$ cat config.mk
export PLATFORM = sky130hd
export DESIGN_NAME = smg_div_cell
export DESIGN_NICKNAME = d
export VERILOG_FILES = /design/src/hdl/uv_sphere_mesh_generator_defines.svh /design/src/hdl/smg_pkg.sv /design/src/hdl/smg_div_cell.sv
export SDC_FILE = /design/constraint.sdc
export NUM_CORES = 1
export LEC_CHECK = 0
export BUFFER_PORTS_ARGS = -buffer_cell sky130_fd_sc_hd__buf_2
export CAP_MARGIN = 20
export CORE_ASPECT_RATIO = 0.75
export CORE_MARGIN = 2
export CORE_UTILIZATION = 30
export CTS_BUF_LIST = sky130_fd_sc_hd__clkbuf_16
export CTS_CLUSTER_DIAMETER = 200
export DETAILED_ROUTE_END_ITERATION = 7
export GPL_ROUTABILITY_DRIVEN = 1
export GPL_TIMING_DRIVEN = 0
export PLACE_DENSITY = 0.57
export SKIP_CTS_REPAIR_TIMING = 1
export SLEW_MARGIN = 20
export SYNTH_ARGS = -nofsm -noshare
export SYNTH_HDL_FRONTEND = slang
export SYNTH_SLANG_ARGS = --single-unit
export TNS_END_PERCENT = 50
$ cat constraint.sdc
create_clock -name clk -period 2.3 [get_ports clk]
set_clock_uncertainty 0.2 [all_clocks]
set_input_delay 0.115 -clock clk [delete_from_list [all_inputs] [get_ports clk]]
set_output_delay 0.115 -clock clk [all_outputs]
set_load 0.03 [all_outputs]
$ cat src/hdl/uv_sphere_mesh_generator_defines.svh
// assertion macros for the uv sphere mesh generator
`ifndef UV_SPHERE_MESH_GENERATOR_DEFINES_SVH
`define UV_SPHERE_MESH_GENERATOR_DEFINES_SVH

// same-cycle implication, checked outside reset
`define SMG_ASSERT_NOW(label, ante, cons, msg) \
  label: assert property (@(posedge clk) disable iff (rst) (ante) |-> (cons)) else $error(msg);

// next-cycle implication, checked outside reset
`define SMG_ASSERT_NEXT(label, ante, cons, msg) \
  label: assert property (@(posedge clk) disable iff (rst) (ante) |=> (cons)) else $error(msg);

`endif

$ cat src/hdl/smg_pkg.sv
// shared types, constants and tables of the uv sphere mesh generator
`default_nettype none

package smg_pkg;

  localparam int DIV_STEPS    = 32;
  localparam int CORDIC_STEPS = 30;
  localparam logic signed [31:0] CORDIC_K30 = 32'sd652032874;

  // configuration register indexes
  localparam logic [1:0] CFG_RADIUS  = 2'd0;
  localparam logic [1:0] CFG_SECTORS = 2'd1;
  localparam logic [1:0] CFG_STACKS  = 2'd2;

  typedef enum logic [1:0] {
    KIND_VERTEX = 2'd0,
    KIND_TRI    = 2'd1,
    KIND_ERROR  = 2'd2
  } kind_t;

  // side data that travels with an item through the cells
  typedef struct packed {
    logic       err;
    logic [6:0] i;
    logic [7:0] j;
    logic [1:0] qs;
    logic [1:0] qc;
  } tag_t;

  // restoring divider state: partial remainder and dividend/quotient word
  typedef struct packed {
    logic [7:0]  r;
    logic [31:0] w;
  } div_t;

  // rotation state
  typedef struct packed {
    logic signed [31:0] x;
    logic signed [31:0] y;
    logic signed [31:0] z;
  } rot_t;

  // what the result sequencer needs beside the coordinates
  typedef struct packed {
    logic        err;
    logic        up;
    logic        down;
    logic [16:0] k1;
    logic [16:0] k2;
  } meta_t;

  // arctangent of 2^-k in units of 2^-32 turn
  function automatic logic [31:0] atan_turn(input int k);
    logic [31:0] v;
    unique case (k)
      0:  v = 32'h20000000;  1:  v = 32'h12E4051E;  2:  v = 32'h09FB385B;
      3:  v = 32'h051111D4;  4:  v = 32'h028B0D43;  5:  v = 32'h0145D7E1;
      6:  v = 32'h00A2F61E;  7:  v = 32'h00517C55;  8:  v = 32'h0028BE53;
      9:  v = 32'h00145F2F;  10: v = 32'h000A2F98;  11: v = 32'h000517CC;
      12: v = 32'h00028BE6;  13: v = 32'h000145F3;  14: v = 32'h0000A2FA;
      15: v = 32'h0000517D;  16: v = 32'h000028BE;  17: v = 32'h0000145F;
      18: v = 32'h00000A30;  19: v = 32'h00000518;  20: v = 32'h0000028C;
      21: v = 32'h00000146;  22: v = 32'h000000A3;  23: v = 32'h00000051;
      24: v = 32'h00000029;  25: v = 32'h00000014;  26: v = 32'h0000000A;
      27: v = 32'h00000005;  28: v = 32'h00000003;  29: v = 32'h00000001;
      default: v = 32'h00000000;
    endcase
    return v;
  endfunction

endpackage

`default_nettype wire

$ cat src/hdl/smg_div_cell.sv
// one bit step of the two phase dividers (stack and sector lanes)
`default_nettype none

module smg_div_cell (
  input  wire logic          clk,
  input  wire logic          rst,
  input  wire logic          en,
  input  wire logic          in_valid,
  input  wire smg_pkg::tag_t in_tag,
  input  wire smg_pkg::div_t in_s,
  input  wire smg_pkg::div_t in_c,
  input  wire logic [7:0]    d_s,
  input  wire logic [7:0]    d_c,
  output logic               out_valid,
  output smg_pkg::tag_t      out_tag,
  output smg_pkg::div_t      out_s,
  output smg_pkg::div_t      out_c
);

  // shift in one dividend bit, subtract when it fits
  function automatic smg_pkg::div_t div_step(input smg_pkg::div_t a, input logic [7:0] d);
    logic [8:0]    rr;
    logic          q;
    smg_pkg::div_t b;
    rr = {a.r, a.w[31]};
    q  = (rr >= {1'b0, d});
    if (q) begin
      rr = rr - {1'b0, d};
    end
    b.r = rr[7:0];
    b.w = {a.w[30:0], q};
    return b;
  endfunction

  // valid bit
  always_ff @(posedge clk) begin
    if (rst) begin
      out_valid <= 1'b0;
    end else if (en) begin
      out_valid <= in_valid;
    end
  end

  // payload
  always_ff @(posedge clk) begin
    if (en) begin
      out_tag <= in_tag;
      out_s   <= div_step(in_s, d_s);
      out_c   <= div_step(in_c, d_c);
    end
  end

endmodule

`default_nettype wire

==> metrics.md <==
| Metric | Value |
|---|---|
| Top post-synthesis cells by area | edfxtp_1 (74%), ha_1 (5.0%), mux2_4 (3.3%) |
| Clk slew on worst S/H paths | 0.07 ns |
| Hold_sp | d_s[0] |
| Total number of vias | 3157 |
| CP endpoint kind | register |
| Cell depth of the worst hold path | 3 |
| Startpoint Class | input port |
| Worst slack, placed | 0.0745 ns |
| Vias in the first global route | 2715 |
| Clk root buf | clkbuf_16 |
| Die area | 14400 µm² |
| R2r endpoint | out_valid$_SDFFE_PP0P_ |
| Routed Antenna Nets | 0 |
| Final-stage net count | 702 |
| Post-synth EDFFs | 100 |
| R2R cell count | 3 |
| Seq/Total Area, Yosys | 74.9% |
| Largest net degree at the start of global routing | 69 |
| Initial antenna violation count | 0 |
| First-pass GRT wire length | 13800 µm |
| Initial Util | 30.9% |
| Count leader, synth | edfxtp_1 |
| Crit path DAT | 2.07 ns |
| Die width | 138 µm |
| Worst Path Max Fanout | 8 |
| 1st-iter DRT viols | 157 |
| Grt ovf | 0 |
| Post-synthesis cell count | 232 |
| RSZ-0062 raised after global routing | no |
| VDD IR-drop max | 0.447 mV |
| Pwr Total | 4.79 mW |
| Final Hold Fails | 0 |
| Row cnt | 36 |
| CTS max path bufs | 2 |
| # H-tree levels | 3 |
| Layout cells sized above 1 | 44.3% |
| Syn Nets | 370 |
| Top cells by count, synth | edfxtp_1 (100), inv_1 (20), ha_1 (16), nor2_1 (13), mux2_4 (9) |
| Worst Hold Slack | 0.00705 ns |
| Setup Crit Path Kind | input port to register |
| Tcrit/Tclk final | 94.4% |
| Yosys top cell area share | 74.4% |
| Setup TNS | 0 ns |
| Hold EP | out_s[32]$_DFFE_PP_ |
| Highest Clock Rate | 461 MHz |
| Main flop type after synthesis | edfxtp_1 |
| Gpl congestion | 0.781 |
| Leak | 2.96 nW |
| Fin crit period | 2.17 ns |
| Residual DRC | 0 |
| ANT cells | 0 |
| Drt first pass iters | 5 |
| Synth warnings | 0 |
| Total track usage | 12.8% |
| Reg2Reg Setup Slack | 0.97 ns |
| Critical Path Source | in_c[36] |
| Min-Delay Path Class | input port to register |
| Status | completed |
| Core Footprint | 13100 µm² |
| Later-pin clock latency in the skew report | 0.34 ns |
| I/O pin cnt | 221 |
| CTS tree | built |
| Biggest area consumer among synthesized cells | edfxtp_1 |
| Area delta synth->final | 65.3% |
| Detailed placer's ending HPWL | 7300 µm |
| Num CTS Buffers | 9 |
| Flip-flop and latch count after synthesis | 101 |
| Drt total wl | 10400 µm |
| Die H | 104 µm |
| PortBufs | 220 |
| Mapped Area | 4040 µm² |
| Unique cell type count in the Yosys netlist | 38 |
| Setup ws final | 0.130 ns |
| Share of synthesized flip-flops with an asynchronous set or reset | 0% |
| Worst slew pin tran | 0.359 ns |
| Pwr Density | 718 nW/µm² |
| Maxcap violations | 0 |
| Vias/cell | 4.27 |
| Critical Path RT | 2.20 ns |
| Average cell area after synthesis | 17.4 µm² |
| Worst slew margin | 76.1% |
| Slew Limit Fails | 0 |
| RR Startpoint | out_valid$_SDFFE_PP0P_ |
| Clk sinks | 101 |
| Setup-failing EPs final | 0 |
| WL/cell | 14.1 µm |
-- power breakdown --
| part | internal, mW | switching, mW | total [mW] |
|---|---|---|---|
| clock network | 0.751 | 0.695 | 1.45 |
| logic | 0.449 | 0.642 | 1.09 |
| registers | 2.22 | 0.0377 | 2.26 |
-- per-stage QoR --
| step | util, % | instance area, µm² | instances |
|---|---|---|---|
| 3_3_place_gp | 41.0 | 5350 | 623 |
| 3_5_place_dp | 41.2 | 5380 | 624 |
| 6_report | 51.1 | 6670 | 740 |
| 5_1_grt | 51.1 | 6670 | 740 |
| 2_1_floorplan | - | 4040 | 232 |
| 4_1_cts | 43.4 | 5670 | 640 |
-- cells in the final DEF (no fill, tap or decap), types with 2 or more instances in the layout --
cell,count
nand2_1,5
a21o_1,3
buf_6,2
clkbuf_16,9
nor2b_1,4
dlygate4sd3_1,100
o21bai_1,2
a211oi_1,2
o21ai_0,7
inv_1,21
xnor2_1,6
edfxtp_1,100
o21a_1,2
mux2i_1,5
mux2_4,9
a21oi_2,2
buf_2,219
fa_1,2
a21oi_1,7
xor2_1,2
ha_1,16
nor3_1,2
nand3_1,5
nor2_1,13
-- per-layer routing --
metal | part of all wire [%] | global-route usage, % | vias to the layer above
met5 | 0 | 0 | -
met4 | 1.9 | 4.23 | 0
met3 | 8.3 | 5.02 | 13
met2 | 50 | 21.6 | 127
met1 | 39 | 14.6 | 1473
li1 | - | - | 1544
-- state kept, by name, summed over array words and instances (netlist names) --
| name | flops |
|---|---|
| out_valid | 1 |
| out_tag | 20 |
| out_c | 40 |
| out_s | 40 |
-- worst max-delay path by stage --
stage	endpoint	slack, ns	cells past startpoint
finish	out_c[36]$_DFFE_PP_	0.13	7
global route	out_c[36]$_DFFE_PP_	0.08	7
CTS	out_c[36]$_DFFE_PP_	0.45	8
detailed placement	out_c[36]$_DFFE_PP_	0.07	8
global placement	out_valid$_SDFFE_PP0P_	-0.15	3
floorplan	out_s[34]$_DFFE_PP_	0.32	8
-- layout make-up --
class                           count  area [µm²]
Clock buffer                        9         225
Clock inverter                      7        61.3
Sequential cell                   101        3020
Tap cell                          171         214
Buffer                              1        11.3
Inverter                           20        75.1
Fill cell                        1120        6390
Timing Repair Buffer              321        2140
Multi-Input combinational cell    110         926
-- worst max-delay path, stage by stage --
cell           delay (ns)
dlygate4sd3_1        0.54
buf_2                0.13
ha_1                 0.36
o21a_1               0.22
o221ai_4             0.21
nand2_4              0.15
mux2_4               0.33
-- cell families (layout without fill, tap and decap cells) --
logic type               Yosys count  after routing  synth area share (%)
AO/OA/AOI/OAI                     34             34                  6.17
XOR/XNOR                           8              8                  1.74
adder cells (fa/ha/maj)           18             18                  5.95
buffers and inverters             21            358                  2.14
flip-flops                       101            101                  74.9
multiplexers                      14             14                  4.59
AND/OR/NAND/NOR                   36             36                  4.50
Note: power is estimated with default switching activity, not from simulation.
