<file path="src/hdl/uv_sphere_mesh_generator_defines.svh">
// assertion macros for the uv sphere mesh generator
`ifndef UV_SPHERE_MESH_GENERATOR_DEFINES_SVH
`define UV_SPHERE_MESH_GENERATOR_DEFINES_SVH

// same-cycle implication, checked outside reset
`define SMG_ASSERT_NOW(label, ante, cons, msg) \
  label: assert property (@(posedge clk) disable iff (rst) (ante) |-> (cons)) else $error(msg);

// next-cycle implication, checked outside reset
`define SMG_ASSERT_NEXT(label, ante, cons, msg) \
  label: assert property (@(posedge clk) disable iff (rst) (ante) |=> (cons)) else $error(msg);

`endif

</file>
<file path="src/hdl/smg_pkg.sv">
// shared types, constants and tables of the uv sphere mesh generator
`default_nettype none

package smg_pkg;

  localparam int DIV_STEPS    = 32;
  localparam int CORDIC_STEPS = 30;
  localparam logic signed [31:0] CORDIC_K30 = 32'sd652032874;

  // configuration register indexes
  localparam logic [1:0] CFG_RADIUS  = 2'd0;
  localparam logic [1:0] CFG_SECTORS = 2'd1;
  localparam logic [1:0] CFG_STACKS  = 2'd2;

  typedef enum logic [1:0] {
    KIND_VERTEX = 2'd0,
    KIND_TRI    = 2'd1,
    KIND_ERROR  = 2'd2
  } kind_t;

  // side data that travels with an item through the cells
  typedef struct packed {
    logic       err;
    logic [6:0] i;
    logic [7:0] j;
    logic [1:0] qs;
    logic [1:0] qc;
  } tag_t;

  // restoring divider state: partial remainder and dividend/quotient word
  typedef struct packed {
    logic [7:0]  r;
    logic [31:0] w;
  } div_t;

  // rotation state
  typedef struct packed {
    logic signed [31:0] x;
    logic signed [31:0] y;
    logic signed [31:0] z;
  } rot_t;

  // what the result sequencer needs beside the coordinates
  typedef struct packed {
    logic        err;
    logic        up;
    logic        down;
    logic [16:0] k1;
    logic [16:0] k2;
  } meta_t;

  // arctangent of 2^-k in units of 2^-32 turn
  function automatic logic [31:0] atan_turn(input int k);
    logic [31:0] v;
    unique case (k)
      0:  v = 32'h20000000;  1:  v = 32'h12E4051E;  2:  v = 32'h09FB385B;
      3:  v = 32'h051111D4;  4:  v = 32'h028B0D43;  5:  v = 32'h0145D7E1;
      6:  v = 32'h00A2F61E;  7:  v = 32'h00517C55;  8:  v = 32'h0028BE53;
      9:  v = 32'h00145F2F;  10: v = 32'h000A2F98;  11: v = 32'h000517CC;
      12: v = 32'h00028BE6;  13: v = 32'h000145F3;  14: v = 32'h0000A2FA;
      15: v = 32'h0000517D;  16: v = 32'h000028BE;  17: v = 32'h0000145F;
      18: v = 32'h00000A30;  19: v = 32'h00000518;  20: v = 32'h0000028C;
      21: v = 32'h00000146;  22: v = 32'h000000A3;  23: v = 32'h00000051;
      24: v = 32'h00000029;  25: v = 32'h00000014;  26: v = 32'h0000000A;
      27: v = 32'h00000005;  28: v = 32'h00000003;  29: v = 32'h00000001;
      default: v = 32'h00000000;
    endcase
    return v;
  endfunction

endpackage

`default_nettype wire

</file>
<file path="src/hdl/smg_emit.sv">
// output register that sends the vertex and the triangles of one grid point
`default_nettype none

module smg_emit (
  input  wire logic               clk,
  input  wire logic               rst,
  input  wire logic               in_valid,
  input  wire smg_pkg::meta_t     in_meta,
  input  wire logic signed [16:0] in_x,
  input  wire logic signed [16:0] in_y,
  input  wire logic signed [16:0] in_z,
  output logic                    take,
  output logic                    out_valid,
  input  wire logic               out_ready,
  output logic [1:0]              kind,
  output logic signed [16:0]      value_a,
  output logic signed [16:0]      value_b,
  output logic signed [16:0]      value_c,
  output logic                    last
);

  typedef enum logic [1:0] {
    STEP_VERTEX,
    STEP_UP,
    STEP_DOWN
  } step_t;

  logic               valid;
  smg_pkg::meta_t     meta;
  logic signed [16:0] cx;
  logic signed [16:0] cy;
  logic signed [16:0] cz;
  step_t              step;
  smg_pkg::kind_t     cur_kind;

  // current result from the held item
  always_comb begin
    cur_kind = smg_pkg::KIND_ERROR;
    value_a  = '0;
    value_b  = '0;
    value_c  = '0;
    last     = 1'b1;
    if (!meta.err) begin
      unique case (step)
        STEP_VERTEX: begin
          cur_kind = smg_pkg::KIND_VERTEX;
          value_a  = cx;
          value_b  = cy;
          value_c  = cz;
          last     = !meta.up && !meta.down;
        end
        STEP_UP: begin
          cur_kind = smg_pkg::KIND_TRI;
          value_a  = $signed(meta.k1);
          value_b  = $signed(meta.k2);
          value_c  = $signed(meta.k1 + 17'd1);
          last     = !meta.down;
        end
        STEP_DOWN: begin
          cur_kind = smg_pkg::KIND_TRI;
          value_a  = $signed(meta.k1 + 17'd1);
          value_b  = $signed(meta.k2);
          value_c  = $signed(meta.k2 + 17'd1);
          last     = 1'b1;
        end
        default: begin
          cur_kind = smg_pkg::KIND_ERROR;
        end
      endcase
    end
  end

  assign kind      = cur_kind;
  assign out_valid = valid;
  assign take      = !valid || (out_ready && last);

  // hold an item and walk through its results
  always_ff @(posedge clk) begin
    if (rst) begin
      valid <= 1'b0;
      step  <= STEP_VERTEX;
    end else if (take) begin
      valid <= in_valid;
      step  <= STEP_VERTEX;
    end else if (out_ready) begin
      step <= (step == STEP_VERTEX && meta.up) ? STEP_UP : STEP_DOWN;
    end
  end

  // payload of the held item
  always_ff @(posedge clk) begin
    if (take) begin
      meta <= in_meta;
      cx   <= in_x;
      cy   <= in_y;
      cz   <= in_z;
    end
  end

endmodule

`default_nettype wire

</file>
<file path="config.mk">
export PLATFORM = sky130hd
export DESIGN_NAME = smg_emit
export DESIGN_NICKNAME = d
export VERILOG_FILES = /design/src/hdl/uv_sphere_mesh_generator_defines.svh /design/src/hdl/smg_pkg.sv /design/src/hdl/smg_emit.sv
export SDC_FILE = /design/constraint.sdc
export NUM_CORES = 1
export LEC_CHECK = 0
export BUFFER_PORTS_ARGS = -buffer_cell sky130_fd_sc_hd__buf_4
export CELL_PAD_IN_SITES_DETAIL_PLACEMENT = 2
export CELL_PAD_IN_SITES_GLOBAL_PLACEMENT = 2
export CORE_MARGIN = 8
export CORE_UTILIZATION = 34
export CTS_CLUSTER_DIAMETER = 60
export DETAILED_ROUTE_END_ITERATION = 7
export PLACE_DENSITY = 0.95
export SETUP_SLACK_MARGIN = 0.02
export SLEW_MARGIN = 20
export SYNTH_ARGS = -nofsm -noshare
export SYNTH_HDL_FRONTEND = slang
export SYNTH_SLANG_ARGS = --single-unit
</file>
<file path="constraint.sdc">
create_clock -name clk -period 6.5 [get_ports clk]
set_clock_uncertainty 0.05 [all_clocks]
set_input_delay 0.325 -clock clk [delete_from_list [all_inputs] [get_ports clk]]
set_output_delay 0.325 -clock clk [all_outputs]
set_load 0.005 [all_outputs]
</file>
==> results by group <==
Status
  – Status: finished clean

Drt
  – TritonRoute pass-1 iters: 7
  – Routed via count: between 3,000 and 4,000
  – WL per Instance: 23.0 µm
  – Starting DRT DRC Count: between 300 and 400
  – Vias per inst: ~5.3
  – Final wirelength: around 15,000 µm
  – Antenna viol nets, final: 0
  – Post-route DRC: 0

Final layout
  – # fillers: ~1,300
  – Fin util: 0.472
  – Commonest non-fill, non-tap cell in the layout: buf_4
  – Non-filler instance count after layout: between 600 and 700
  – Most frequent cells in the layout: 150 x buf_4, 88 x edfxtp_1, 54 x nor2_1
  – # nets final: roughly 570
  – Antenna diodes: 0
  – Area Growth Syn to Fin: 37.6%
  – Footprint of the multi-input gates: between 1000 and 1500 µm²
  – FF/Latch Area: 2700 µm²
  – Layout cells sized above 1: 0.368

Synthesis
  – Post-synthesis adder-cell area fraction: 0.0176
  – Mean Syn Cell Area: 12.6 µm²
  – Largest area contributor in the netlist: edfxtp_1
  – Largest family of logic cells by synthesized area: simple AND/OR/NAND/NOR gates
  – Area of the mapped netlist: 4270 µm²
  – Seq/Total Area, Yosys: 0.632
  – Yosys cell types: 38
  – Compound-cell area share of the yosys netlist: 0.129
  – Synth Area in Simple Gates: 0.132
  – Register bit count reported by yosys: 91
  – Post-synthesis xor/xnor area fraction: 0.0553
  – Mux cell area share after synthesis: 0.00234
  – Syn. warnings: 0
  – Syn Nets: between 400 and 500
  – Largest cells by area after synthesis: edfxtp_1 62%, a222oi_1 6.6%, nor2_1 4.7%, a22oi_1 3.7%, xor2_1 3.7%
  – Synthesized netlist cell count: approximately 340
  – Ys async rst share: 0
  – Synth Flop Type: edfxtp_1
  – Synth top area share: 0.618
  – Post-synth EDFFs: 88

Floorplan
  – Placeable Area: about 12,000 µm²
  – # rows: 41
  – Die W: 128 µm
  – Die area: 16,400 µm²
  – IO Count: between 100 and 150
  – Die Ht: 128 µm
  – Starting Density: 0.343

Worst hold path
  – Min-delay src: in_y[4]
  – Min-Delay Path Class: primary input to register
  – Hold endpoint: cy[4]
  – Hold Path Depth: 1

Clock tree
  – Clock Latency Late Sink: roughly 360 ps
  – Root buf cell: clkbuf_16
  – Number of H-tree levels: 3
  – # Post-CTS Setup Buffers: 0
  – CTS Buf Count: 9
  – Hold_buf cts: 0
  – CTS tree: yes
  – Sink Count: 91
  – Clk buf depth: 2
  – CTS resizes: 0
  – CTS clk-pin slew, worst paths: approximately 70 ps

Power
  – Peak supply drop: roughly 0.18 mV
  – Combinational share of power: 0.147
  – Leak: around 2.4 nW
  – P_int: between 1 and 1.5 mW
  – Cell Pwr Density: about 260 nW/µm²
  – Reg power frac: 0.479
  – Sw frac: 0.250
  – Switching power: between 300 and 400 µW
  – Clk network pwr share: 0.374

Setup path
  – Worst setup path class: register to primary output
  – R2r setup slk: approximately 3500 ps
  – R2R Path End: meta[11]
  – Worst EP required: a little over 6000 ps
  – CP arrival: around 3100 ps
  – Worst reg2reg path startpoint: step[0]
  – Type of origin of the critical path: register
  – Critical path endpoint category: primary output
  – Crit path max fanout: 53
  – R2R cell count: 6

GRT
  – GRT Resource Usage Total: 0.186
  – Vias in the first global route: around 3,900
  – Gr ovfl total: 0
  – First-pass GRT wire length: between 20,000 and 25,000 µm
  – Initial antenna violation count: 1
  – Pin count of the biggest net entering global routing: between 50 and 60

Timing
  – Slew @ Worst Pin: 716 ps
  – Tcrit/Tclk final: 0.542
  – Min Tclk post-route: around 3500 ps
  – RSZ-0062 raised after global routing: no
  – Fin. Hold Viols: 0
  – Slew headroom: 0.523
  – Max Transition Viols Final: 0
  – FMAX: approximately 0.28 GHz
  – Final setup fails: 0
  – Setup ws final: about 3000 ps
  – Setup TNS: 0 ps

Place
  – Placed insts: about 640
  – Post-DP HPWL: around 11,000 µm
  – Placer's final routability congestion estimate: 0.800
  – IO Port Bufs: ~150
  – Setup Slack @ Placement: just over 3000 ps

Job
  – Total of max-cap violations: 0
-- layer usage --
metal / vias to the layer above / wire (µm) / global-route usage
li1: 1596 / - / -
met1: 1721 / 5870 / 0.210
met2: 130 / 7830 / 0.317
met3: 25 / 1070 / 0.0715
met4: 2 / 243 / 0.0573
met5: - / 13 / 0
-- layout make-up --
type / instances / area share
clock inverters: 7 / 0.0170
multi-input cells: 213 / 0.247
inverters: 10 / 0.00638
repair buffers: 151 / 0.195
clock buffers: 9 / 0.0383
well taps: 172 / 0.0366
flip-flops and latches: 91 / 0.459
-- power groups by stage --
stage / clock network, mW / registers (mW) / logic, mW
after floorplan: 0 / 0.737 / 0.0999
after global placement: 0 / 0.743 / 0.216
after detailed placement: 0 / 0.750 / 0.226
after CTS: 0.592 / 0.738 / 0.229
after global routing: 0.610 / 0.743 / 0.247
final: 0.576 / 0.737 / 0.226
-- per-stage QoR --
stage / total power, mW / hold WS, ps / area, µm²
finish: 1.54 / 90.8 / 5880
detailed placement: 0.976 / 455 / 5530
global placement: 0.959 / 455 / 5530
floorplan: 0.837 / 344 / 4270
global route: 1.60 / 70.1 / 5880
CTS: 1.56 / 72.3 / 5850
-- worst max path at each step --
stage | start | to | depth (start not counted)
floorplan | step[1] | cx[0] | 7
global placement | step[0] | take | 7
finish | step[0] | take | 7
CTS | step[0] | take | 7
global route | step[0] | take | 7
detailed placement | step[0] | take | 7
-- critical path: stages, from the launching register on --
cell and delay (ps):
dfxtp_1 390, inv_1 140, ha_4 380, o221ai_1 340, nand2_1 150, nand2_4 530, buf_4 570, buf_4 210
-- cell families after synthesis --
kind of cell	after synthesis
AO/OA/AOI/OAI	68
buffers and inverters	34
multiplexers	1
adder cells (fa/ha/maj)	6
AND/OR/NAND/NOR	111
flip-flops	91
XOR/XNOR	27
-- flip-flops by register name, summed over array words and instances, names as in the netlist --
signal,flops
out_valid,1
cx,17
cy,17
cz,17
meta,37
step,2
-- synth_stat cells, types with 3 or more instances --
| library cell | instances |
|---|---|
| a21oi_1 | 7 |
| nand4_1 | 4 |
| edfxtp_1 | 88 |
| a22oi_1 | 21 |
| dfxtp_1 | 3 |
| nor2_1 | 54 |
| a222oi_1 | 28 |
| nor4_1 | 5 |
| nor3_1 | 7 |
| a31oi_1 | 3 |
| ha_1 | 6 |
| inv_1 | 10 |
| nand2_1 | 12 |
| o21ai_0 | 5 |
| nand3_1 | 14 |
| xor2_1 | 18 |
| nor2b_1 | 3 |
| xnor2_1 | 9 |
| clkbuf_1 | 22 |
No activity file was read; power rests on OpenSTA's default activity.
