--- src/hdl/uv_sphere_mesh_generator_defines.svh ---
// assertion macros for the uv sphere mesh generator
`ifndef UV_SPHERE_MESH_GENERATOR_DEFINES_SVH
`define UV_SPHERE_MESH_GENERATOR_DEFINES_SVH

// same-cycle implication, checked outside reset
`define SMG_ASSERT_NOW(label, ante, cons, msg) \
  label: assert property (@(posedge clk) disable iff (rst) (ante) |-> (cons)) else $error(msg);

// next-cycle implication, checked outside reset
`define SMG_ASSERT_NEXT(label, ante, cons, msg) \
  label: assert property (@(posedge clk) disable iff (rst) (ante) |=> (cons)) else $error(msg);

`endif

--- src/hdl/smg_pkg.sv ---
// shared types, constants and tables of the uv sphere mesh generator
`default_nettype none

package smg_pkg;

  localparam int DIV_STEPS    = 32;
  localparam int CORDIC_STEPS = 30;
  localparam logic signed [31:0] CORDIC_K30 = 32'sd652032874;

  // configuration register indexes
  localparam logic [1:0] CFG_RADIUS  = 2'd0;
  localparam logic [1:0] CFG_SECTORS = 2'd1;
  localparam logic [1:0] CFG_STACKS  = 2'd2;

  typedef enum logic [1:0] {
    KIND_VERTEX = 2'd0,
    KIND_TRI    = 2'd1,
    KIND_ERROR  = 2'd2
  } kind_t;

  // side data that travels with an item through the cells
  typedef struct packed {
    logic       err;
    logic [6:0] i;
    logic [7:0] j;
    logic [1:0] qs;
    logic [1:0] qc;
  } tag_t;

  // restoring divider state: partial remainder and dividend/quotient word
  typedef struct packed {
    logic [7:0]  r;
    logic [31:0] w;
  } div_t;

  // rotation state
  typedef struct packed {
    logic signed [31:0] x;
    logic signed [31:0] y;
    logic signed [31:0] z;
  } rot_t;

  // what the result sequencer needs beside the coordinates
  typedef struct packed {
    logic        err;
    logic        up;
    logic        down;
    logic [16:0] k1;
    logic [16:0] k2;
  } meta_t;

  // arctangent of 2^-k in units of 2^-32 turn
  function automatic logic [31:0] atan_turn(input int k);
    logic [31:0] v;
    unique case (k)
      0:  v = 32'h20000000;  1:  v = 32'h12E4051E;  2:  v = 32'h09FB385B;
      3:  v = 32'h051111D4;  4:  v = 32'h028B0D43;  5:  v = 32'h0145D7E1;
      6:  v = 32'h00A2F61E;  7:  v = 32'h00517C55;  8:  v = 32'h0028BE53;
      9:  v = 32'h00145F2F;  10: v = 32'h000A2F98;  11: v = 32'h000517CC;
      12: v = 32'h00028BE6;  13: v = 32'h000145F3;  14: v = 32'h0000A2FA;
      15: v = 32'h0000517D;  16: v = 32'h000028BE;  17: v = 32'h0000145F;
      18: v = 32'h00000A30;  19: v = 32'h00000518;  20: v = 32'h0000028C;
      21: v = 32'h00000146;  22: v = 32'h000000A3;  23: v = 32'h00000051;
      24: v = 32'h00000029;  25: v = 32'h00000014;  26: v = 32'h0000000A;
      27: v = 32'h00000005;  28: v = 32'h00000003;  29: v = 32'h00000001;
      default: v = 32'h00000000;
    endcase
    return v;
  endfunction

endpackage

`default_nettype wire

--- src/hdl/smg_cordic_cell.sv ---
// one rotation step of the two sine/cosine lanes
`default_nettype none

module smg_cordic_cell #(
  parameter int STEP = 0
) (
  input  wire logic          clk,
  input  wire logic          rst,
  input  wire logic          en,
  input  wire logic          in_valid,
  input  wire smg_pkg::tag_t in_tag,
  input  wire smg_pkg::rot_t in_s,
  input  wire smg_pkg::rot_t in_c,
  output logic               out_valid,
  output smg_pkg::tag_t      out_tag,
  output smg_pkg::rot_t      out_s,
  output smg_pkg::rot_t      out_c
);

  localparam logic signed [31:0] ATAN = $signed(smg_pkg::atan_turn(STEP));

  // rotate towards zero residual angle
  function automatic smg_pkg::rot_t rot_step(input smg_pkg::rot_t a);
    logic signed [31:0] dx;
    logic signed [31:0] dy;
    smg_pkg::rot_t      b;
    dx = $signed(a.y) >>> STEP;
    dy = $signed(a.x) >>> STEP;
    if (!a.z[31]) begin
      b.x = $signed(a.x) - dx;
      b.y = $signed(a.y) + dy;
      b.z = $signed(a.z) - ATAN;
    end else begin
      b.x = $signed(a.x) + dx;
      b.y = $signed(a.y) - dy;
      b.z = $signed(a.z) + ATAN;
    end
    return b;
  endfunction

  // valid bit
  always_ff @(posedge clk) begin
    if (rst) begin
      out_valid <= 1'b0;
    end else if (en) begin
      out_valid <= in_valid;
    end
  end

  // payload
  always_ff @(posedge clk) begin
    if (en) begin
      out_tag <= in_tag;
      out_s   <= rot_step(in_s);
      out_c   <= rot_step(in_c);
    end
  end

endmodule

`default_nettype wire

--- config.mk ---
export PLATFORM = sky130hd
export DESIGN_NAME = smg_cordic_cell
export DESIGN_NICKNAME = d
export VERILOG_FILES = /design/src/hdl/uv_sphere_mesh_generator_defines.svh /design/src/hdl/smg_pkg.sv /design/src/hdl/smg_cordic_cell.sv
export SDC_FILE = /design/constraint.sdc
export NUM_CORES = 1
export LEC_CHECK = 0
export BUFFER_PORTS_ARGS = -buffer_cell sky130_fd_sc_hd__buf_2
export CAP_MARGIN = 20
export CORE_ASPECT_RATIO = 0.75
export CORE_UTILIZATION = 55
export DETAILED_ROUTE_END_ITERATION = 8
export PLACE_DENSITY = 0.86
export REMOVE_ABC_BUFFERS = 1
export SLEW_MARGIN = 20
export SYNTH_ARGS = -nofsm -noshare
export SYNTH_HDL_FRONTEND = slang
export SYNTH_SLANG_ARGS = --single-unit
--- constraint.sdc ---
create_clock -name clk -period 3.5 [get_ports clk]
set_input_delay 0 -clock clk [delete_from_list [all_inputs] [get_ports clk]]
set_output_delay 0 -clock clk [all_outputs]
set_load 0.005 [all_outputs]
==> impl_metrics.csv, run 1 <==
group,metric,value,unit
cells_and_area,ff_latch_area,6330,µm²
setup_path,cp.required,3.77,ns
die,die_h,155,µm
power_and_ir_drop,power-per-cell-area,406,nW/µm²
power_and_ir_drop,internal_power,5.71,mW
placement,portBuffers,428,
die,io_pins,429,
cells_and_area,drive_gt1_frac,0.218,
setup_path,arrival,3.58,ns
outcome,outcome,"finished clean",
clocking,path_clk_slew,0.07,ns
synthesis,ys_ff_latch,211,
synthesis,syn_area_per_cell,9.23,µm²
synthesis,synth_area,17100,µm²
setup_path,worst_setup_path_end_kind,"flip-flop",
cells_and_area,fin_nets,2756,
cells_and_area,final_cells,2763,
synthesis,yosysTopAreaCellShare,0.369,
power_and_ir_drop,ir_drop,0.294,mV
setup_path,critPathLaunchType,"input pin",
die,core,30300,µm²
grt,grt_pass1_vias,15800,
power_and_ir_drop,p_seq_frac,0.386,
routing,vias,16800,
grt,overflow,0,
cells_and_area,multi_input_area,9630,µm²
clocking,cts_num_sinks,211,
timing,slew-limit-headroom,0.344,
clocking,cts-root-buf,"clkbuf_16",
routing,wl_met2,26.6,mm
synthesis,synth_edf_count,210,
routing,wl_met3,7.40,mm
cells_and_area,num-fill-cells,2322,
timing,timing.fmax,302,MHz
grt,grtUsageTotal,0.368,
timing,rsz0062_at_grt,"false",
routing,wirelength,60.5,mm
die,dieArea,31800,µm²
cells_and_area,area_growth,24.4,%
synthesis,syn_inst,1853,
synthesis,ys_seq_area_frac,0.370,
synthesis,synth_flop_cell,"edfxtp_1",
synthesis,synth.top_cells.by_area,"edfxtp_1 37%, ha_1 14%, a21oi_1 6.3%",
placement,dp.cells,2627,
timing,setup_tns,0,ns
synthesis,ys_async_sr_fraction,0,
clocking,cts_buffer_depth,3,
clocking,htreeDepth,1,
routing,top_layer_used,"met5",
power_and_ir_drop,switching_share,0.339,
timing,hold_viol_final,0,
routing,drt_iter0_markers,2209,
synthesis,synth.most_common_cell,"a21oi_1",
timing,tightest_slew,0.985,ns
die,start_util,0.563,
routing,remaining_drc_errors,0,
routing,dr.pass1.iters,7,
grt,grt_max_degree,85,
placement,dpl.hpwl,45.4,mm
synthesis,synth_warnings,0,
timing,layout_min_cycle_time,3.32,ns
routing,wl_per_cell,21.9,µm
die,std_cell_rows,55,
power_and_ir_drop,p_leak,9.70,nW
die,dieWidth,206,µm
clocking,cts_tree,"yes",
power_and_ir_drop,p_clk_frac,0.275,
clocking,clock_latency,0.50,ns
power_and_ir_drop,p_sw,2.93,mW
placement,gp_congestion,1.04,
grt,grt_pass1_wl,90.0,mm
run,cap_violations,0,
timing,fin_worst_skew,0,ns
setup_path,crit_type,"in -> reg",
setup_path,cp_max_fo,4,
min_path,min_path_type,"in -> reg",
timing,fin_crit_sh,0.948,
clocking,cts_buffers,22,
synthesis,yosys.area.top_type,"edfxtp_1",
power_and_ir_drop,p_comb_frac,0.339,
synthesis,synthTopCellsByCount,"216 x a21oi_1, 210 x edfxtp_1, 197 x inv_1",
routing,ant_nets,0,
timing,setup_viol,0,
synthesis,yosysUniqueCellTypes,82,
grt,antenna_found_initial,5,
routing,wl_met1,24.2,mm
timing,slew_viol_final,0,
routing,avgViaCountPerCell,6.09,
## power groups by stage
stage	combinational [mW]	sequential, mW	clock [mW]
after detailed placement	2.73	3.38	0
after floorplan	1.47	3.42	0
after global placement	2.68	3.36	0
after global routing	3.13	3.36	2.47
after CTS	2.83	3.33	2.35
final	2.93	3.34	2.37
## kinds of logic after synthesis
group,after synthesis,share of synthesized area
DFF,211,0.370
xor gates and xnor gates,121,0.0620
muxes,36,0.0211
adders and majority gates,196,0.147
buffers and inverters,291,0.0667
and+or+nand+nor,411,0.112
AOI/OAI and AO/OA,587,0.221
## worst paths after layout
path / depth (start not counted) / from / endpoint / slack, ns
setup / recovery: 13 / in_s[64] / out_s[60]$_DFFE_PP_ / 0.18
hold reg to reg: 3 / out_valid$_SDFFE_PP0P_ / out_valid$_SDFFE_PP0P_ / 1.12
setup reg to reg: 3 / out_valid$_SDFFE_PP0P_ / out_valid$_SDFFE_PP0P_ / 2.29
hold / removal: 3 / in_c[33] / out_c[65]$_DFFE_PP_ / 0.05
## per-stage QoR
| stage | total power [mW] | util | hold WS, ns | worst slack [ns] | area (µm²) |
|---|---|---|---|---|---|
| floorplan | 4.89 | - | 0.0724 | 0.822 | 16700 |
| global placement | 6.04 | 0.647 | 0.159 | 0.335 | 19600 |
| detailed placement | 6.11 | 0.647 | 0.163 | 0.233 | 19600 |
| CTS | 8.51 | 0.700 | 0.0304 | 0.232 | 21300 |
| global route | 8.97 | 0.701 | 0.0869 | 0.00334 | 21300 |
| finish | 8.64 | 0.701 | 0.0454 | 0.184 | 21300 |
## per-layer routing
layer / track usage / vias to the layer above
met2: 0.561 / 1129
li1: - / 7607
met4: 0.119 / 6
met1: 0.503 / 7890
met5: 0 / -
met3: 0.103 / 185
## cell type report
class,count,area share
antenna,4,0.000471
sequential,211,0.297
inverter,204,0.0360
clock inverter,8,0.00353
multi-input combinational,1351,0.453
tap,399,0.0235
timing repair buffer,554,0.157
clock buffer,32,0.0291
## critical path, stage by stage
cell and delay (ns):
dlygate4sd3_1 0.53, buf_2 0.14, ha_1 0.23, fa_1 0.43, nor2b_1 0.17, o211ai_1 0.24
nand3_1 0.21, a311oi_2 0.37, a211oi_1 0.23, o41a_1 0.48, and2_1 0.16, o311ai_1 0.27
xnor2_1 0.11
## cell usage in the layout (no fill, tap or decap), types with 6 or more instances in the layout
| master | n |
|---|---|
| buf_2 | 427 |
| a21oi_1 | 216 |
| edfxtp_1 | 210 |
| inv_1 | 197 |
| ha_1 | 188 |
| nor2_1 | 150 |
| xnor2_1 | 102 |
| o21ai_0 | 100 |
| nand2_1 | 93 |
| dlygate4sd3_1 | 92 |
| a21o_1 | 40 |
| mux2i_1 | 36 |
| nor3_1 | 35 |
| buf_4 | 33 |
| o21bai_1 | 32 |
| nand3_1 | 23 |
| o21a_1 | 23 |
| clkbuf_16 | 23 |
| nor2b_1 | 22 |
| nand4_1 | 20 |
| xor2_1 | 19 |
| o31ai_1 | 18 |
| o211ai_1 | 16 |
| a211oi_1 | 16 |
| a31oi_1 | 15 |
| nand2b_1 | 13 |
| o21ai_1 | 9 |
| and3_1 | 9 |
| nor4_1 | 9 |
| and2_1 | 9 |
| or3_1 | 8 |
| o22ai_1 | 8 |
| fa_1 | 8 |
| clkbuf_1 | 8 |
| o221ai_1 | 7 |
| clkinv_1 | 6 |
| a211o_1 | 6 |
| o41ai_1 | 6 |
## registers in the layout, summed over array words and instances, names as in the netlist
signal,cells
out_valid,1
out_tag,20
out_s,95
out_c,95
## what timing repair did
item                                   in CTS  in global routing
setup buffers                               0                  0
endpoints found under the hold margin      91                  0
gates resized for setup                     0                  0
hold buffers                               92                  0
Note: power is estimated with default switching activity, not from simulation.
==> inputs of run 2 (changes only) <==
CELL_PAD_IN_SITES_DETAIL_PLACEMENT = 0   (was unset)
CELL_PAD_IN_SITES_GLOBAL_PLACEMENT = 2   (was unset)
CORE_UTILIZATION = 33   (was 55)
==> run 2 against run 1 <==
Compared with the run above:
- sequential cell count unchanged
- critical path depth unchanged
- clock power up 15%
- register-to-register slack better by 0.06 ns
- sequential power barely moved
- global-route usage fell by 15 points
- power up 3.6%
- die area rose by 66%
- hold slack got worse by 0.0011 ns
- clock skew is the same
==> impl_metrics.csv, run 2 (synthesized netlist as in run 1, its figures left out) <==
group,metric,value,unit
clocking,cts_buffers,25,
routing,drt_iter0_markers,1487,
timing,setup_tns,0,ns
setup_path,timing.critical_path.from,"in_s[64]",
die,dieWidth,265,µm
grt,overflow,0,
placement,portBuffers,428,
grt,antenna_found_initial,2,
placement,dpl.hpwl,47.1,mm
cells_and_area,post-route-util,0.433,
timing,rsz0062_at_grt,"false",
die,std_cell_rows,71,
grt,grtUsageTotal,0.217,
power_and_ir_drop,ir_drop,0.322,mV
setup_path,critPathLaunchType,"input pin",
die,die_h,199,µm
timing,setup_viol,0,
clocking,cts_buffer_depth,3,
power_and_ir_drop,p_leak,9.86,nW
cells_and_area,fin_nets,2778,
clocking,cts_tree,"yes",
routing,wl_per_cell,19.6,µm
grt,grt_pass1_vias,15200,
cells_and_area,mostFrequentLayoutCells,"427 x buf_2, 216 x a21oi_1, 210 x edfxtp_1, 197 x inv_1, 188 x ha_1",
cells_and_area,layout.cells.most_common,"buf_2",
run,cap_violations,0,
timing,fin_crit_sh,0.926,
setup_path,crit_type,"in -> reg",
setup_path,cp_max_fo,4,
cells_and_area,area_growth,28.1,%
timing,slew-limit-headroom,0.411,
cells_and_area,diodes,0,
die,core,50600,µm²
min_path,min_path_type,"in -> reg",
routing,vias,15900,
clocking,clock_latency,0.54,ns
outcome,outcome,"finished clean",
clocking,cts_num_sinks,211,
clocking,path_clk_slew,0.07,ns
setup_path,timing.rr.start,"out_valid$_SDFFE_PP0P_",
routing,wirelength,59.5,mm
setup_path,arrival,3.55,ns
clocking,htreeDepth,1,
power_and_ir_drop,power-per-cell-area,409,nW/µm²
routing,remaining_drc_errors,0,
routing,ant_nets,0,
routing,avgViaCountPerCell,5.23,
die,start_util,0.338,
min_path,min-delay-start,"in_s[65]",
die,io_pins,429,
grt,grt_max_degree,105,
timing,layout_min_cycle_time,3.24,ns
timing,fin_worst_skew,0,ns
setup_path,cp.required,3.81,ns
setup_path,worst_setup_path_end_kind,"flip-flop",
routing,dr.pass1.iters,6,
timing,slew_viol_final,0,
timing,tightest_slew,0.883,ns
timing,hold_viol_final,0,
clocking,postCtsSetupRepairBufs,0,
placement,gp_congestion,0.915,
cells_and_area,num-fill-cells,5054,
setup_path,path_cells,"dlygate4sd3_1 > buf_2 > ha_1 > fa_1 > nor2b_1 > o211ai_1 > nand3_1 > a311oi_2 > a211oi_1 > o41a_1 > and2_1 > o311ai_1 > xnor2_1",
clocking,cts-root-buf,"clkbuf_16",
cells_and_area,drive_gt1_frac,0.226,
setup_path,slowest_stage,"dlygate4sd3_1",
grt,grt_pass1_wl,89.3,mm
setup_path,slowest_delay,0.54,ns
timing,timing.fmax,309,MHz
cells_and_area,largestRegisters,"out_c (95), out_s (95), out_tag (20)",
die,dieArea,52700,µm²
==> run 2: cell types whose count changed in the layout (fill, tap and decap cells not counted), moves of 3 or more <==
cell / delta
buf_4: +14
bufinv_16: +3
clkbuf_1: -3
clkinvlp_4: +3
diode_2: -4
dlygate4sd3_1: +3
==> run 2: final timing paths <==
| path | to | slack [ns] | depth (start not counted) |
|---|---|---|---|
| max | out_s[60]$_DFFE_PP_ | 0.26 | 13 |
| min | out_s[33]$_DFFE_PP_ | 0.04 | 3 |
| max reg2reg | out_valid$_SDFFE_PP0P_ | 2.35 | 3 |
| min reg2reg | out_valid$_SDFFE_PP0P_ | 1.06 | 3 |
==> run 2: final cells by class <==
type                            instances  area, µm²  area share
Multi-Input combinational cell       1351       9630       0.440
Sequential cell                       211       6330       0.289
Timing Repair Buffer                  573       3520       0.161
Tap cell                              657        822      0.0375
Inverter                              204        766      0.0350
Clock buffer                           30        644      0.0294
Clock inverter                         15        196     0.00897
==> run 2: layer usage <==
| layer | vias to the layer above | routed length [µm] | share of wire | track usage |
|---|---|---|---|---|
| li1 | 7650 | - | - | - |
| met5 | - | 0 | 0 | 0 |
| met3 | 76 | 4010 | 0.067 | 0.0324 |
| met4 | 0 | 1290 | 0.022 | 0.0482 |
| met2 | 616 | 26900 | 0.45 | 0.346 |
| met1 | 7574 | 27300 | 0.46 | 0.308 |
==> run 2: report_power, final <==
part	internal, mW	total (mW)	switching (mW)
clock network	1.62	2.73	1.11
registers	3.23	3.32	0.0917
logic	1.20	2.90	1.71
==> run 2: what timing repair did <==
action / CTS / global route
hold endpoints to repair: 94 / 0
endpoints found under the setup margin: 0 / 0
hold buffers: 95 / 0
gates resized for setup: 0 / 0
==> run 2: metrics by stage <==
step                      total power [mW]  worst slack [ns]  hold WS (ns)  area, µm²  std cells
after floorplan                       4.89             0.822        0.0724      16700       1766
after global placement                6.15             0.285         0.158      20100       2901
after detailed placement              6.15             0.225         0.163      20100       2901
after CTS                             9.03             0.317        0.0212      21900       3041
after global routing                  9.41            0.0763        0.0396      21900       3041
final                                 8.95             0.259        0.0443      21900       3041
==> run 2: worst max-delay path, delay by kind of cell <==
family | cells | cell delay (ns)
AND/OR/NAND/NOR | 3 | 0.55
XOR/XNOR | 1 | 0.10
adder cells (fa/ha/maj) | 2 | 0.62
buffers and inverters | 2 | 0.69
AO/OA/AOI/OAI | 5 | 1.59
